$ cat src/hw/rtl/spm_pkg.sv
// Types, codes and widths shared by the sparse polynomial multiplier.
// No dependencies.
`default_nettype none

package spm_pkg;

    localparam int COEF_W  = 16;
    localparam int EXP_W   = 15;
    localparam int PROD_W  = 32;
    localparam int PCOEF_W = 36;
    localparam int PEXP_W  = 16;

    typedef enum logic [1:0] {
        KIND_FIRST   = 2'd0,
        KIND_SECOND  = 2'd1,
        KIND_COMPUTE = 2'd2
    } kind_t;

    typedef struct packed {
        logic [EXP_W-1:0]  expo;
        logic [COEF_W-1:0] coef;
    } term_t;

    // One product store entry; a zero coefficient marks a cancelled term.
    typedef struct packed {
        logic [PEXP_W-1:0]  expo;
        logic [PCOEF_W-1:0] coef;
    } entry_t;

    localparam int ENTRY_W = $bits(entry_t);

    // Add a product into a running coefficient, clamped to the 36-bit range.
    function automatic logic [PCOEF_W-1:0] sat_add(input logic [PCOEF_W-1:0] acc,
                                                   input logic [PROD_W-1:0]  prod);
        logic [PCOEF_W:0] sum;
        sum = {acc[PCOEF_W-1], acc}
            + {{(PCOEF_W+1-PROD_W){prod[PROD_W-1]}}, prod};
        if (sum[PCOEF_W] != sum[PCOEF_W-1]) begin
            sat_add = sum[PCOEF_W] ? {1'b1, {(PCOEF_W-1){1'b0}}}
                                   : {1'b0, {(PCOEF_W-1){1'b1}}};
        end else begin
            sat_add = sum[PCOEF_W-1:0];
        end
    endfunction

endpackage

`default_nettype wire

$ cat src/hw/rtl/sparse_polynomial_multiply_unit.sv
// Load transfers (kind 0/1) are taken while idle; ready stays high there, so loads run back to back.
// Compute, per term pair: multiply, then scan the store (ASCAN reads an entry, ACMP compares
// it); a zero product is skipped, a match adds the product into that entry, else it is
// appended after the last entry. Each output term takes a selection scan over all N entries
// plus an output transfer (N = store entries, up to TERMS*TERMS). Not ready until the last one.
// Reset (aresetn low, synchronous) clears term counts and control; stores are not cleared.
`default_nettype none

module sparse_polynomial_multiply_unit
    import spm_pkg::*;
#(
    parameter int TERMS = 8
) (
    input  wire logic        aclk,
    input  wire logic        aresetn,
    input  wire logic        s_tvalid,
    output logic             s_tready,
    input  wire logic [31:0] s_tdata,   // [15:0] coefficient, [30:16] exponent
    input  wire logic [1:0]  s_tuser,   // [1:0] kind
    output logic             m_tvalid,
    input  wire logic        m_tready,
    output logic      [55:0] m_tdata,   // [35:0] product_coefficient, [51:36] product_exponent
    output logic             m_tlast
);

    localparam int CNT_W       = $clog2(TERMS + 1);
    localparam int IDX_W       = (TERMS > 1) ? $clog2(TERMS) : 1;
    localparam int STORE_DEPTH = TERMS * TERMS;
    localparam int ADDR_W      = (STORE_DEPTH > 1) ? $clog2(STORE_DEPTH) : 1;
    localparam int SCNT_W      = $clog2(STORE_DEPTH + 1);

    typedef enum logic [6:0] {
        ST_IDLE  = 7'b0000001,
        ST_MUL   = 7'b0000010,
        ST_ASCAN = 7'b0000100,
        ST_ACMP  = 7'b0001000,
        ST_OSCAN = 7'b0010000,
        ST_OCMP  = 7'b0100000,
        ST_OUT   = 7'b1000000
    } state_t;

    state_t state_reg, state_next;

    term_t first_terms_reg  [TERMS];
    term_t second_terms_reg [TERMS];

    logic [CNT_W-1:0]   first_count_reg, first_count_next;
    logic [CNT_W-1:0]   second_count_reg, second_count_next;
    logic [IDX_W-1:0]   i_reg, i_next;
    logic [IDX_W-1:0]   j_reg, j_next;
    logic [PROD_W-1:0]  prod_reg, prod_next;
    logic [PEXP_W-1:0]  pexp_reg, pexp_next;
    logic [SCNT_W-1:0]  n_reg, n_next;
    logic [SCNT_W-1:0]  k_reg, k_next;
    logic [SCNT_W-1:0]  total_reg, total_next;
    logic [SCNT_W-1:0]  emitted_reg, emitted_next;
    logic               found_reg, found_next;
    logic               bounded_reg, bounded_next;
    logic [PEXP_W-1:0]  bound_reg, bound_next;
    logic [PCOEF_W-1:0] best_coef_reg, best_coef_next;
    logic [PEXP_W-1:0]  best_exp_reg, best_exp_next;
    logic               last_reg, last_next;

    term_t             in_term;
    term_t             term_a;
    term_t             term_b;
    logic signed [COEF_W-1:0] mul_a;
    logic signed [COEF_W-1:0] mul_b;
    logic signed [PROD_W-1:0] mul_p;
    logic              load_first;
    logic              load_second;
    logic              advance;
    logic              start_out;
    logic              last_pair;
    logic              ram_we;
    entry_t            ram_wdata;
    entry_t            ram_rdata;
    logic [ENTRY_W-1:0] ram_rbits;

    assign in_term.coef = s_tdata[COEF_W-1:0];
    assign in_term.expo = s_tdata[COEF_W+EXP_W-1:COEF_W];

    assign term_a = first_terms_reg[i_reg];
    assign term_b = second_terms_reg[j_reg];
    assign mul_a  = term_a.coef;
    assign mul_b  = term_b.coef;
    assign mul_p  = mul_a * mul_b;

    assign last_pair = ((CNT_W'(i_reg) + 1'b1) == first_count_reg)
                    && ((CNT_W'(j_reg) + 1'b1) == second_count_reg);

    assign ram_rdata = entry_t'(ram_rbits);

    spm_ram #(
        .WIDTH (ENTRY_W),
        .DEPTH (STORE_DEPTH)
    ) u_store (
        .aclk  (aclk),
        .we    (ram_we),
        .waddr (k_reg[ADDR_W-1:0]),
        .wdata (ram_wdata),
        .raddr (k_reg[ADDR_W-1:0]),
        .rdata (ram_rbits)
    );

    always_comb begin
        state_next        = state_reg;
        first_count_next  = first_count_reg;
        second_count_next = second_count_reg;
        i_next            = i_reg;
        j_next            = j_reg;
        prod_next         = prod_reg;
        pexp_next         = pexp_reg;
        n_next            = n_reg;
        k_next            = k_reg;
        total_next        = total_reg;
        emitted_next      = emitted_reg;
        found_next        = found_reg;
        bounded_next      = bounded_reg;
        bound_next        = bound_reg;
        best_coef_next    = best_coef_reg;
        best_exp_next     = best_exp_reg;
        last_next         = last_reg;
        s_tready          = 1'b0;
        m_tvalid          = 1'b0;
        load_first        = 1'b0;
        load_second       = 1'b0;
        advance           = 1'b0;
        start_out         = 1'b0;
        ram_we            = 1'b0;
        ram_wdata.coef    = {{(PCOEF_W-PROD_W){prod_reg[PROD_W-1]}}, prod_reg};
        ram_wdata.expo    = pexp_reg;

        unique case (state_reg)
            ST_IDLE: begin
                s_tready = 1'b1;
                if (s_tvalid) begin
                    unique case (kind_t'(s_tuser))
                        KIND_FIRST: begin
                            if (first_count_reg < CNT_W'(TERMS)) begin
                                load_first       = 1'b1;
                                first_count_next = first_count_reg + 1'b1;
                            end
                        end
                        KIND_SECOND: begin
                            if (second_count_reg < CNT_W'(TERMS)) begin
                                load_second       = 1'b1;
                                second_count_next = second_count_reg + 1'b1;
                            end
                        end
                        KIND_COMPUTE: begin
                            n_next = '0;
                            if (first_count_reg == '0 || second_count_reg == '0) begin
                                start_out = 1'b1;
                            end else begin
                                i_next     = '0;
                                j_next     = '0;
                                state_next = ST_MUL;
                            end
                        end
                        default: begin
                        end
                    endcase
                end
            end
            ST_MUL: begin
                prod_next  = mul_p;
                pexp_next  = {1'b0, term_a.expo} + {1'b0, term_b.expo};
                k_next     = '0;
                state_next = ST_ASCAN;
            end
            ST_ASCAN: begin
                if (prod_reg == '0) begin
                    advance = 1'b1;
                end else if (k_reg == n_reg) begin
                    // no entry with this exponent yet: append
                    ram_we  = 1'b1;
                    n_next  = n_reg + 1'b1;
                    advance = 1'b1;
                end else begin
                    state_next = ST_ACMP;
                end
            end
            ST_ACMP: begin
                if (ram_rdata.expo == pexp_reg) begin
                    ram_we         = 1'b1;
                    ram_wdata.coef = sat_add(ram_rdata.coef, prod_reg);
                    advance        = 1'b1;
                end else begin
                    k_next     = k_reg + 1'b1;
                    state_next = ST_ASCAN;
                end
            end
            ST_OSCAN: begin
                if (k_reg == n_reg) begin
                    if (found_reg) begin
                        last_next = (emitted_reg + 1'b1) == total_reg;
                    end else begin
                        // every sum cancelled or nothing loaded
                        best_coef_next = '0;
                        best_exp_next  = '0;
                        last_next      = 1'b1;
                    end
                    state_next = ST_OUT;
                end else begin
                    state_next = ST_OCMP;
                end
            end
            ST_OCMP: begin
                if (ram_rdata.coef != '0) begin
                    if (!bounded_reg) begin
                        total_next = total_reg + 1'b1;
                    end
                    if ((!bounded_reg || ram_rdata.expo < bound_reg)
                        && (!found_reg || ram_rdata.expo > best_exp_reg)) begin
                        found_next     = 1'b1;
                        best_coef_next = ram_rdata.coef;
                        best_exp_next  = ram_rdata.expo;
                    end
                end
                k_next     = k_reg + 1'b1;
                state_next = ST_OSCAN;
            end
            ST_OUT: begin
                m_tvalid = 1'b1;
                if (m_tready) begin
                    if (last_reg) begin
                        first_count_next  = '0;
                        second_count_next = '0;
                        n_next            = '0;
                        state_next        = ST_IDLE;
                    end else begin
                        bound_next   = best_exp_reg;
                        bounded_next = 1'b1;
                        found_next   = 1'b0;
                        k_next       = '0;
                        emitted_next = emitted_reg + 1'b1;
                        state_next   = ST_OSCAN;
                    end
                end
            end
            default: begin
                state_next = ST_IDLE;
            end
        endcase

        if (advance) begin
            if (last_pair) begin
                start_out = 1'b1;
            end else begin
                if ((CNT_W'(j_reg) + 1'b1) == second_count_reg) begin
                    j_next = '0;
                    i_next = i_reg + 1'b1;
                end else begin
                    j_next = j_reg + 1'b1;
                end
                state_next = ST_MUL;
            end
        end

        if (start_out) begin
            k_next       = '0;
            total_next   = '0;
            emitted_next = '0;
            found_next   = 1'b0;
            bounded_next = 1'b0;
            state_next   = ST_OSCAN;
        end
    end

    always_ff @(posedge aclk) begin
        if (!aresetn) begin
            state_reg        <= ST_IDLE;
            first_count_reg  <= '0;
            second_count_reg <= '0;
            n_reg            <= '0;
            k_reg            <= '0;
            i_reg            <= '0;
            j_reg            <= '0;
            total_reg        <= '0;
            emitted_reg      <= '0;
            found_reg        <= 1'b0;
            bounded_reg      <= 1'b0;
            last_reg         <= 1'b0;
        end else begin
            state_reg        <= state_next;
            first_count_reg  <= first_count_next;
            second_count_reg <= second_count_next;
            n_reg            <= n_next;
            k_reg            <= k_next;
            i_reg            <= i_next;
            j_reg            <= j_next;
            total_reg        <= total_next;
            emitted_reg      <= emitted_next;
            found_reg        <= found_next;
            bounded_reg      <= bounded_next;
            last_reg         <= last_next;
        end
    end

    always_ff @(posedge aclk) begin
        prod_reg      <= prod_next;
        pexp_reg      <= pexp_next;
        bound_reg     <= bound_next;
        best_coef_reg <= best_coef_next;
        best_exp_reg  <= best_exp_next;
        if (load_first) begin
            first_terms_reg[first_count_reg[IDX_W-1:0]] <= in_term;
        end
        if (load_second) begin
            second_terms_reg[second_count_reg[IDX_W-1:0]] <= in_term;
        end
    end

    assign m_tdata = {4'b0000, best_exp_reg, best_coef_reg};
    assign m_tlast = last_reg;

    // Store never holds more entries than there are term pairs.
    a_store_bound: assert property (@(posedge aclk) disable iff (!aresetn)
        n_reg <= SCNT_W'(STORE_DEPTH))
        else $error("product store overfilled");

    // Loads stop at the configured term limit.
    a_term_bound: assert property (@(posedge aclk) disable iff (!aresetn)
        first_count_reg <= CNT_W'(TERMS) && second_count_reg <= CNT_W'(TERMS))
        else $error("term count beyond limit");

    // After the first output, the emitted count stays below the count of terms found.
    a_emit_order: assert property (@(posedge aclk) disable iff (!aresetn)
        bounded_reg |-> (emitted_reg < total_reg))
        else $error("more terms emitted than counted");

    // Input side stays closed while a result is offered.
    a_one_item: assert property (@(posedge aclk) disable iff (!aresetn)
        m_tvalid |-> !s_tready)
        else $error("input accepted during output");

    // Finishing a product clears the job for the next one.
    a_job_clear: assert property (@(posedge aclk) disable iff (!aresetn)
        (m_tvalid && m_tready && m_tlast) |=>
            (first_count_reg == '0 && second_count_reg == '0 && n_reg == '0))
        else $error("job state not cleared after last term");

endmodule

`default_nettype wire

$ cat src/hw/rtl/spm_ram.sv
// Generic single-write, single-read RAM with registered read data.
// No dependencies.
`default_nettype none

module spm_ram #(
    parameter int WIDTH = 52,
    parameter int DEPTH = 64,
    localparam int AW = (DEPTH > 1) ? $clog2(DEPTH) : 1
) (
    input  wire logic             aclk,
    input  wire logic             we,
    input  wire logic [AW-1:0]    waddr,
    input  wire logic [WIDTH-1:0] wdata,
    input  wire logic [AW-1:0]    raddr,
    output logic      [WIDTH-1:0] rdata
);

    logic [WIDTH-1:0] mem [DEPTH];
    logic [WIDTH-1:0] rdata_reg;

    always_ff @(posedge aclk) begin
        if (we) begin
            mem[waddr] <= wdata;
        end
        rdata_reg <= mem[raddr];
    end

    assign rdata = rdata_reg;

endmodule

`default_nettype wire
$ cat config.mk
export PLATFORM = sky130hd
export DESIGN_NAME = sparse_polynomial_multiply_unit
export DESIGN_NICKNAME = d
export VERILOG_FILES = /design/src/hw/rtl/spm_pkg.sv /design/src/hw/rtl/sparse_polynomial_multiply_unit.sv /design/src/hw/rtl/spm_ram.sv
export SDC_FILE = /design/constraint.sdc
export NUM_CORES = 2
export LEC_CHECK = 0
export BUFFER_PORTS_ARGS = -buffer_cell sky130_fd_sc_hd__buf_2
export CAP_MARGIN = 20
export CORE_MARGIN = 3
export CORE_UTILIZATION = 55
export CTS_CLUSTER_DIAMETER = 80
export CTS_CLUSTER_SIZE = 28
export DETAILED_ROUTE_END_ITERATION = 10
export PLACE_DENSITY_LB_ADDON = 0.12
export SLEW_MARGIN = 20
export SYNTH_ARGS = -nofsm -noshare
export SYNTH_HDL_FRONTEND = slang
export SYNTH_SLANG_ARGS = --single-unit
$ cat constraint.sdc
create_clock -name aclk -period 8.76 [get_ports aclk]
set_clock_uncertainty 0.1 [all_clocks]
set_input_delay 1.752 -clock aclk [delete_from_list [all_inputs] [get_ports aclk]]
set_output_delay 1.752 -clock aclk [all_outputs]
set_load 0.01 [all_outputs]
## Word level (Yosys, flattened, before mapping)

Memories as Yosys holds them, arrays and structs flattened. A register that Yosys moved wholly into a read port is not among the register bits.
Cells that the tools add are included.

- Flip-flop bits (word level): 168
- Logic and storage cells: 197
- Bits of input ports: 38
- Memories kept: 3
- Bits in writable memories: 3824
- Output and inout bits: 59

Memories:

| memory | depth | width | read ports | clocked after memory_dff | write ports | line | RTL |
|---|---|---|---|---|---|---|---|
| u_store.mem | 64 | 52 | 1 | 1 | 1 | spm_ram.sv:18 | `logic [WIDTH-1:0] mem [DEPTH];` |
| first_terms_reg | 8 | 31 | 1 | 1 | 1 | sparse_polynomial_multiply_unit.sv:44 | `term_t first_terms_reg [TERMS];` |
| second_terms_reg | 8 | 31 | 1 | 1 | 1 | sparse_polynomial_multiply_unit.sv:45 | `term_t second_terms_reg [TERMS];` |

- Multiplexer cells: 98
- Add/subtract/negate cells: 12
- Bitwise logic cells: 3
- Reduce and logical (&&, ||, !) cells: 27
- Multiply operators: 1
- Eq/ne operators: 31
- Magnitude comparators: 4

Operators with widths:

| operator | count |
|---|---|
| $mux 36 | 8 |
| $mux 7 | 19 |
| $pmux 36 s2 | 1 |
| $mux 16 | 4 |
| $pmux 7 s7 | 1 |
| $mux 3 | 16 |
| $add 36x32->37 | 1 |
| $reduce_bool 36->1 | 1 |
| $logic_not 32->1 | 1 |
| $mul 16x16->32 | 1 |
| $mux 4 | 8 |
| $pmux 16 s2 | 1 |
| $mux 1 | 31 |
| $add 7x1->7 const B | 4 |
| $pmux 7 s4 | 1 |
| $ne 2x2->1 const B | 13 |
| $pmux 7 s3 | 1 |
| $add 15x15->16 | 1 |
| $eq 16x16->1 | 1 |
| $gt 16x16->1 | 1 |
| $lt 16x16->1 | 1 |
| $pmux 4 s2 | 2 |
| $eq 7x7->1 | 2 |
| $reduce_and 6->1 | 2 |
| 33 further kinds | 54 |

## Depth between registers and ports, before layout

- Word-level depth: 10
- Depth in mapped cells: 29

## Modules after synthesis

A second synthesis with hierarchy kept.

- Cells, all modules: 8387
- Area, all modules: 166556.0 µm²

By module, submodules not included:

| module | area an instance (µm²) | seq. area each (µm²) | instances | cells an instance |
|---|---|---|---|---|
| spm_ram | 127177.0 | 100976.8 | 1 | 5320 |
| sparse_polynomial_multiply_unit | 39379.0 | 19418.6 | 1 | 3067 |

## Least setup slack after synthesis

No wires, ideal clock.

- Path type: flip-flop to flip-flop
- Start: register, netlist name i_reg[0]
- End: register prod_reg[30] (data pin)
- Slack: 1.120 ns
- Arrival: 7.283 ns
- Path buffers: 3
- Cell stages (with the launch flop): 27
- Cell sequence: dfxtp_1 buf_2 buf_2 buf_2 mux4_2 mux2i_1 nor2_1 fa_1 inv_1 fa_1 fa_1 inv_1 fa_1 fa_1 inv_1 fa_1 inv_1 ha_1 a21o_1 a21o_1 a21o_1 a211oi_1 o21ai_0 a2111oi_0 o31ai_1 a21oi_1 xnor2_1

RTL lines:

| item | line | RTL |
|---|---|---|
| end signal: assignment | sparse_polynomial_multiply_unit.sv:302 | `prod_reg <= prod_next;` |
| end: declaration | sparse_polynomial_multiply_unit.sv:51 | `logic [PROD_W-1:0] prod_reg, prod_next;` |

==> flow_summary.ini <==
[detailed_routing]
avgViaCountPerCell = 7.04
drtIter0Drc = 15200
vias = 93500
antenna_left = 0
route.detailed.drc = 0
drtPass1Iterations = 6
routed_wl_mm = 509
routedWlPerCell_um = 38.3

[clock_tree]
h-tree-depth = 4
cts_tree = built
ctsHoldBuffers = 0
clockRootBuffer = clkbuf_16
cts_buffer_depth = 4
cts_setup_buffers = 0
path_clk_slew_ps = 100
clock_sinks = 4044
post_cts_resized = 0
tritoncts.num_buffers = 182
clkLatencyLatePin_ps = 940

[power_and_ir_drop]
pwr-share-seq_pct = 59.5
p_comb_share_pct = 11.2
power.density_nw_per_um2 = 205
pwr-share-clk_pct = 29.2
p_sw_share_pct = 23.5
ir_drop_mv = 0.217
leakagePower_nw = 54.3
switchingPower_mw = 8.35
internal-power_mw = 27.2

[die]
coreArea_um2 = 288000
die_w_um = 544
die_h_um = 544
die-area_um2 = 296000
rows = 197
io_pins = 97
start_util_pct = 55.3

[global_routing]
grt_max_degree = 111
overflow = 0
busiest_layer = met1
use_met3_pct = 8.30
grt_first_pass_wirelength_mm = 698
gr-usage-met1_pct = 50.3
antenna_found_initial = 24
grt_pass1_vias = 88100
grtUsageMet2_pct = 49.0
grt_usage_pct = 33.8

[flow_run]
drv_cap = 0

[timing]
grt_setup_unrepaired = false
hold_viol = 0
finalSetupTns_ps = 0
fin_ws_ps = 396
drv_slew = 0
finalCriticalPeriod_ps = 8360
finalSetupViolations = 0
clock.fmax_mhz = 120
relSlewSlack_pct = 18.4
worst_slew_pin_slew_ps = 1210
finalCritPeriodShare_pct = 95.5

[place]
dp_slack_ps = 505
portBuffers = 91
placed_cells = 12900
placed_area_um2 = 167000
gp_congestion = 0.889
dp_hpwl_mm = 294

[critical_path]
critPathLaunchType = flop
rr_startpoint = i_reg[0]$_SDFF_PN0_
critPathMaxStageDelay_ps = 880
cpMostUsedCell = fa_1
worstPathArrival_ps = 8920
timing.rr.end = prod_reg[30]$_DFFE_PP_
critPathRequiredTime_ps = 9310
path_cells = mux4_2 -> mux2i_1 -> or2_2 -> fa_1 -> fa_1 -> inv_1 -> fa_1 -> fa_1 -> fa_1 -> inv_1 -> fa_1 -> inv_1 -> ha_1 -> a21o_1 -> a21o_1 -> a21o_1 -> a211oi_1 -> o21ai_0 -> a2111oi_0 -> buf_4 -> o31ai_1 -> a21oi_1 -> xnor2_1
path_max_fanout = 39
r2r_setup_slack_ps = 400
endpoint_kind = flop
endpoint = prod_reg[30]$_DFFE_PP_
critPathLaunch = i_reg[0]$_SDFF_PN0_
r2r_cells = 23
slowest_stage = dfxtp_4
criticalPathCategory = flop to flop

[yosys]
async_flop_share_pct = 0
synth_top_area_share_pct = 74.2
yosysMostFrequentCell = edfxtp_1
yosys.area.top_type = edfxtp_1
yosysWarnings = 0
syn-instance-count = 9220
synth.cell_area_um2 = 159000
ys.flop_type = edfxtp_1
synth_area_per_cell_um2 = 17.3
synth_seq_cells = 4044
synth.distinct_cells = 85
synth_enable_flop_cells = 3940
ys_top_cells_by_area = edfxtp_1 74%, a22oi_1 4.9%, fa_1 3.3%
ys_seq_area_share_pct = 75.5
ys_top_cells_by_count = 3940 x edfxtp_1, 1044 x a22oi_1, 371 x clkbuf_1, 359 x inv_1, 330 x nor2_1

[layout]
syn_to_final_growth_pct = 8.52
nNetsFinal = 9825
design_area_um2 = 173000
fillers = 21100
largest_reg_flops = 3328
drive_gt1_share_pct = 11.4
stdcell_count = 13300

[outcome]
status = completed

[min_path]
hp-class = flop to flop
-- layout by cell type, fill, tap and decap left out, drive strengths merged, types with 7 or more instances in the layout --
| cell | count |
|---|---|
| a211oi | 15 |
| a21o | 39 |
| a21oi | 183 |
| a221oi | 315 |
| a22o | 312 |
| a22oi | 1044 |
| a31oi | 327 |
| and2 | 57 |
| and3 | 18 |
| buf | 463 |
| clkbuf | 260 |
| clkinv | 26 |
| dfxtp | 104 |
| diode | 18 |
| edfxtp | 3940 |
| fa | 264 |
| ha | 174 |
| inv | 380 |
| mux2 | 53 |
| mux2i | 33 |
| mux4 | 124 |
| nand2 | 241 |
| nand2b | 23 |
| nand3 | 77 |
| nand3b | 9 |
| nand4 | 131 |
| nor2 | 334 |
| nor2b | 22 |
| nor3 | 31 |
| nor3b | 8 |
| nor4 | 78 |
| o211ai | 13 |
| o21a | 9 |
| o21ai | 123 |
| o21bai | 7 |
| or2 | 24 |
| or3 | 11 |
| xnor2 | 77 |
| xor2 | 61 |
-- critical path, delay by kind of cell (launching register included) --
family,cells,cell delay (ps)
simple gates,1,240
xor+xnor,1,80
compound gates,8,1890
buf+inv,4,360
fa+ha+maj,7,3400
flops,1,880
mux,2,1140
-- per-layer routing --
layer,vias up,wire [um]
met5,-,159
met4,18,22500
met3,965,67800
met2,6469,220000
met1,48600,198000
li1,37400,-
-- cell type report --
| cell class | instances | area [um2] | share of cell area, % |
|---|---|---|---|
| Sequential cell | 4044 | 120000 | 69.6 |
| Multi-Input combinational cell | 4299 | 36800 | 21.3 |
| Clock buffer | 260 | 4980 | 2.88 |
| Tap cell | 3781 | 4730 | 2.73 |
| Timing Repair Buffer | 463 | 3920 | 2.26 |
| Inverter | 359 | 1350 | 0.779 |
| Clock inverter | 54 | 811 | 0.469 |
| Antenna cell | 18 | 45.0 | 0.0260 |
-- kinds of logic after synthesis --
kind of cell	synth area share, %
fa+ha+maj	4.69
other cells	0.00235
compound gates	11.3
flops	75.5
buf+inv	2.12
mux	2.33
xor+xnor	0.763
simple gates	3.32
-- worst min-delay path by stage --
| stage | cells after the start | slack, ps | from | end |
|---|---|---|---|---|
| 6_report | 2 | 380 | emitted_reg[1]$_SDFFE_PP0P_ | emitted_reg[1]$_SDFFE_PP0P_ |
| 5_1_grt | 0 | 410 | best_exp_reg[7]$_SDFFCE_PN0P_ | bound_reg[7]$_DFFE_PP_ |
| 4_1_cts | 2 | 390 | emitted_reg[1]$_SDFFE_PP0P_ | emitted_reg[1]$_SDFFE_PP0P_ |
| 3_5_place_dp | 2 | 370 | emitted_reg[1]$_SDFFE_PP0P_ | emitted_reg[1]$_SDFFE_PP0P_ |
| 3_3_place_gp | 2 | 360 | emitted_reg[1]$_SDFFE_PP0P_ | emitted_reg[1]$_SDFFE_PP0P_ |
| 2_1_floorplan | 2 | 350 | emitted_reg[1]$_SDFFE_PP0P_ | emitted_reg[1]$_SDFFE_PP0P_ |
-- power by group through the flow --
stage	Sequential (mW)	Combinational [mW]	Clock, mW
3_3_place_gp	21.6	3.97	0
6_report	21.1	3.99	10.4
5_1_grt	21.1	4.47	11.1
3_5_place_dp	21.6	3.99	0
2_1_floorplan	21.6	2.91	0
4_1_cts	21.1	3.99	10.4
-- through the flow --
| stage | total power, mW | hold WS, ps | util, % |
|---|---|---|---|
| CTS | 35.6 | 386 | 60.0 |
| global placement | 25.5 | 364 | 58.0 |
| floorplan | 24.5 | 354 | - |
| global route | 36.7 | 408 | 60.0 |
| detailed placement | 25.6 | 373 | 58.0 |
| finish | 35.5 | 383 | 60.0 |
Power figures use the tool's default switching activity.
